**config.mk**
```make
export PLATFORM = sky130hd
export DESIGN_NAME = idw_front
export DESIGN_NICKNAME = d
export VERILOG_FILES = /design/src/rtl/idw_depth_interpolator_defines.svh /design/src/rtl/idw_pkg.sv /design/src/rtl/idw_front.sv
export SDC_FILE = /design/constraint.sdc
export NUM_CORES = 1
export LEC_CHECK = 0
export ABC_AREA = 1
export BUFFER_PORTS_ARGS = -buffer_cell sky130_fd_sc_hd__buf_2
export CAP_MARGIN = 20
export CORE_ASPECT_RATIO = 1.2
export CORE_MARGIN = 2
export CORE_UTILIZATION = 52
export DETAILED_ROUTE_END_ITERATION = 7
export PLACE_DENSITY_LB_ADDON = 0.3
export SYNTH_ARGS = -nofsm -noshare
export SYNTH_HDL_FRONTEND = slang
export SYNTH_SLANG_ARGS = --single-unit
```
**constraint.sdc**
```tcl
create_clock -name clk -period 4.95 [get_ports clk]
set_input_delay 0.495 -clock clk [delete_from_list [all_inputs] [get_ports clk]]
set_output_delay 0.495 -clock clk [all_outputs]
set_load 0.03 [all_outputs]
```
**src/rtl/idw_depth_interpolator_defines.svh**
```systemverilog
// assertion macros used by idw_back
`ifndef IDW_DEPTH_INTERPOLATOR_DEFINES_SVH
`define IDW_DEPTH_INTERPOLATOR_DEFINES_SVH

// condition must hold at every clock edge outside reset
`define IDW_ASSERT_ALWAYS(lbl, cond, msg) \
	lbl: assert property (@(posedge clk) disable iff (!arst_n) (cond)) else $error(msg);

// consequent must hold in the cycle after the antecedent
`define IDW_ASSERT_NEXT(lbl, ante, cons, msg) \
	lbl: assert property (@(posedge clk) disable iff (!arst_n) (ante) |=> (cons)) else $error(msg);

`endif

```
**src/rtl/idw_pkg.sv**
```systemverilog
// ----------------------------------------------------------------------------
// idw_pkg
// shared types and constants of the depth interpolator
// ----------------------------------------------------------------------------
package idw_pkg;
	localparam int MAX_POINTS = 1024;
	localparam int ADDR_W = $clog2(MAX_POINTS);
	localparam int CNT_W = 11;
	localparam int MEM_W = 64;

	typedef enum logic [1:0] {
		CMD_CLEAR,
		CMD_LOAD,
		CMD_QUERY
	} cmd_kind_t;

	typedef enum logic [2:0] {
		ST_STORED  = 3'd0,
		ST_FULL    = 3'd1,
		ST_INTERP  = 3'd2,
		ST_EXACT   = 3'd3,
		ST_NODATA  = 3'd4,
		ST_CLEARED = 3'd5
	} status_t;

	typedef struct packed {
		cmd_kind_t          kind;
		logic signed [23:0] x;
		logic signed [23:0] y;
		logic signed [15:0] depth;
	} cmd_t;
endpackage

```
**src/rtl/idw_front.sv**
```systemverilog
// ----------------------------------------------------------------------------
// idw_front
// accepts input words, decodes the function and queues commands
// ----------------------------------------------------------------------------
module idw_front import idw_pkg::*; (
	input  logic               clk,
	input  logic               arst_n,
	input  logic               in_valid,
	output logic               in_ready,
	input  logic [1:0]         func,
	input  logic signed [23:0] pos_x,
	input  logic signed [23:0] pos_y,
	input  logic signed [15:0] sample_depth,
	output logic               cmd_valid,
	input  logic               cmd_ready,
	output cmd_t               cmd
);
	cmd_t       entry_q [2];
	logic       wr_ptr_q;
	logic       rd_ptr_q;
	logic [1:0] fill_q;
	cmd_t       dec;
	logic       push;
	logic       pop;

	// only bit 1 matters for a query
	always_comb begin
		dec.x = pos_x;
		dec.y = pos_y;
		dec.depth = sample_depth;
		priority if (func[1]) begin
			dec.kind = CMD_QUERY;
		end else if (func[0]) begin
			dec.kind = CMD_LOAD;
		end else begin
			dec.kind = CMD_CLEAR;
		end
	end

	assign in_ready = (fill_q != 2'd2);
	assign cmd_valid = (fill_q != 2'd0);
	assign cmd = entry_q[rd_ptr_q];
	assign push = in_valid && in_ready;
	assign pop = cmd_valid && cmd_ready;

	always_ff @(posedge clk) begin
		if (push) begin
			entry_q[wr_ptr_q] <= dec;
		end
	end

	always_ff @(posedge clk or negedge arst_n) begin
		if (!arst_n) begin
			wr_ptr_q <= 1'b0;
			rd_ptr_q <= 1'b0;
			fill_q <= 2'd0;
		end else begin
			if (push) begin
				wr_ptr_q <= !wr_ptr_q;
			end
			if (pop) begin
				rd_ptr_q <= !rd_ptr_q;
			end
			fill_q <= fill_q + {1'b0, push} - {1'b0, pop};
		end
	end
endmodule

```
==> summary.txt <==
Commonest cells post-synth -> nand2_1, edfxtp_1, buf_2, inv_1, nor2_1
PwrDens -> 693.3 nW/µm²
Maximum vdd drop -> 0.0003809 V
Largest family of logic cells by synthesized area -> simple AND/OR/NAND/NOR gates
H-tree lvl count -> 4
DIE AREA -> 10440 µm²
Switching Fraction -> 0.3930
Met1 Use GR -> 0.2063
Final wirelength -> 9499 µm
Max-Cap Viols -> 0
RSZ-0062 raised after global routing -> false
Clock Tree Buf Depth -> 2
Synth cell types -> 14
Iteration-0 DRC Markers -> 206
Period utilization -> 0.5668
Layer with the highest usage -> met2
Vias in the first global route -> 3109
Fin. max-slew vios -> 0
Worst skew pair latency -> 0.41 ns
Final Setup Violations -> 0
Avg WL per Cell -> 14.35 µm
Post-synthesis net count -> 449
Clk network pwr share -> 0.263
Synthesized cell area -> 5012 µm²
Vias per cell -> 4.766
Nets -> 596
Die W -> 93.63 µm
Run status -> complete, no violations
GR Layer Usage met2 -> 0.3281
XOR/XNOR share of the synthesized area -> 0.001747
DRT Pass-1 Iters -> 4
TritonCTS clock tree -> done
Core area -> 9467 µm²
Part of the Yosys area used for sequential elements -> 0.8108
CTS Root Cell -> clkbuf_16
Compound-Gate Fraction of Synth Area -> 0.001997
Area of the multi-input gates -> 855.8 µm²
Reg clk slew, reported paths -> 0.06 ns
Final Hold Violating Endpoints -> 0
Tmin final -> 2.806 ns
Total negative slack -> 0 ns
Number of synthesized flops with an enable pin -> 132
Filler Cells Inserted -> 695
Highest clock rate -> 356.4 MHz
Synth area leaders -> edfxtp_1, nand2_1, dfrtp_1
Port Buffer Count -> 137
First-pass GRT wire length -> 14500 µm
Syn_area_per_cell -> 13.26 µm²
Crit path top cell by count -> nand2_1
Type of the worst setup path -> reg2out
Area share of fa/ha/maj cells after synthesis -> 0.002496
Yosys top cell area share -> 0.7908
Async SR Flop Fraction -> 0.02941
Synthesis Warnings -> 0
GRT Overall Usage -> 0.1892
Critical path's top delay family -> buffers and inverters
Worst reg-to-reg setup slack -> 2.52 ns
Buf+Inv Stages, Crit Path -> 4
Cell taking the most area after synthesis -> edfxtp_1
WP data required -> 4.45 ns
Num ports -> 138
GR Overflow Total -> 0
Area growth, synth to finish -> 27.93%
Post-Synthesis Cells -> 378
Remaining antenna violation count -> 0
CP Launch Type -> register
Grt met3 use -> 0.05413
Crit-path slowest cell -> buf_4
Multiplexer share of the synthesized area -> 0
Max stage delay on crit path -> 0.54 ns
Simple-gate share of the synthesized area -> 0.1615
Clock Skew -> 0.002561 ns
Via Count -> 3155
Slew HR -> 0.3661
Hold Crit Class -> in2reg
HPWL Detailed -> 5994 µm
Fin cells -> 662
Combinational power share -> 0.368
Worst-path maximum fanout -> 67
Internal power -> 2699 µW
# clock sinks -> 136
Net switching power figure -> 1747 µW
Cell leakage power -> 0.002795 µW
Residual DRC -> 0
CP cell instances -> buf_4 -> inv_2 -> buf_12 -> nand2_1 -> nand2_1 -> buf_2
GPL Wtd Cong -> 0.7139
# rows -> 39
Register Area -> 4065 µm²
Seq pwr share -> 0.369
CP arrival -> 2.31 ns
Cells after DPL -> 627
Predominant post-synthesis flop cell -> edfxtp_1
Share of cells above drive strength 1 -> 0.3277
Count leader, synth -> nand2_1
Initial Util -> 0.5295
Flops & latches, synth -> 136
Slew at the pin with the worst max-slew slack -> 0.9486 ns
CTS buffer count -> 17
Largest net degree at the start of global routing -> 68
Crit end category -> output pin
Initial antenna violation count -> 3
Die Y-Extent -> 111.6 µm
-- worst reg2reg max path, cell delays in order, from the launching register on --
cell     delay [ns]
dfrtp_1        0.41
nand2_1        0.14
nand2_1        0.18
nor2_4         0.76
buf_4          0.57
-- logic make-up (layout without fill, tap and decap cells) --
kind of cell / after synthesis / in the layout
XOR/XNOR: 1 / 1
other: 0 / 2
AO/OA/AOI/OAI: 2 / 2
buffers and inverters: 23 / 182
adder cells (fa/ha/maj): 1 / 1
AND/OR/NAND/NOR: 215 / 215
flip-flops: 136 / 136
-- flip-flops by register name, indices dropped and copies added (netlist names) --
register,cells
rd_ptr_q,1
entry_q,132
fill_q,2
wr_ptr_q,1
-- placed cells by master (no fill, tap or decap), drive strengths merged, types with 2 or more instances in the layout --
master,n
buf,141
bufinv,2
clkbuf,17
clkinv,6
clkinvlp,6
dfrtp,4
diode,2
edfxtp,132
inv,9
nand2,207
nand3,2
nor2,6
-- final timing paths --
path	end	cells past startpoint	start
min reg2reg	fill_q[0]	1	fill_q[0]
max	cmd[39]	6	rd_ptr_q
min in group asynchronous	rd_ptr_q	2	arst_n
max reg2reg	entry_q[1][39]	4	fill_q[1]
max in group asynchronous	rd_ptr_q	2	arst_n
min	entry_q[1][25]	1	pos_y[9]
-- metrics by stage --
stage	setup slack, ns	cell area (µm²)	total power, µW	hold WS (ns)	util
floorplan	0.8070	5012	2840	0.1994	-
global route	1.945	6410	4673	0.2635	0.6771
global placement	2.357	5817	3276	0.3052	0.6145
detailed placement	2.261	5817	3309	0.3086	0.6145
CTS	1.826	6387	4479	0.2558	0.6747
finish	2.144	6412	4446	0.2721	0.6774
-- per-layer routing --
| layer | routed length, µm | vias to the layer above |
|---|---|---|
| li1 | - | 1565 |
| met1 | 3703 | 1466 |
| met2 | 4992 | 98 |
| met3 | 526 | 24 |
| met4 | 260 | 2 |
| met5 | 17 | - |
-- repair_timing --
action / in CTS / in global routing
hold endpoints to repair: 4 / 0
gates resized for setup: 0 / 0
buffers inserted: 0 / 0
hold buffers: 1 / 0
-- power groups by stage --
| stage | sequential [µW] | combinational (µW) | clock [µW] |
|---|---|---|---|
| final | 1640 | 1640 | 1170 |
| after global routing | 1660 | 1770 | 1230 |
| after CTS | 1640 | 1650 | 1180 |
| after detailed placement | 1660 | 1640 | 0 |
| after global placement | 1660 | 1620 | 0 |
| after floorplan | 1670 | 1170 | 0 |
-- final cells by class --
cell class,count,area share
Sequential cell,136,0.6340
Multi-Input combinational cell,219,0.1335
Timing Repair Buffer,142,0.1151
Clock buffer,17,0.06634
Tap cell,123,0.02400
Clock inverter,14,0.02107
Inverter,9,0.005268
Antenna cell,2,0.0007805
Note: power is estimated with default switching activity, not from simulation.
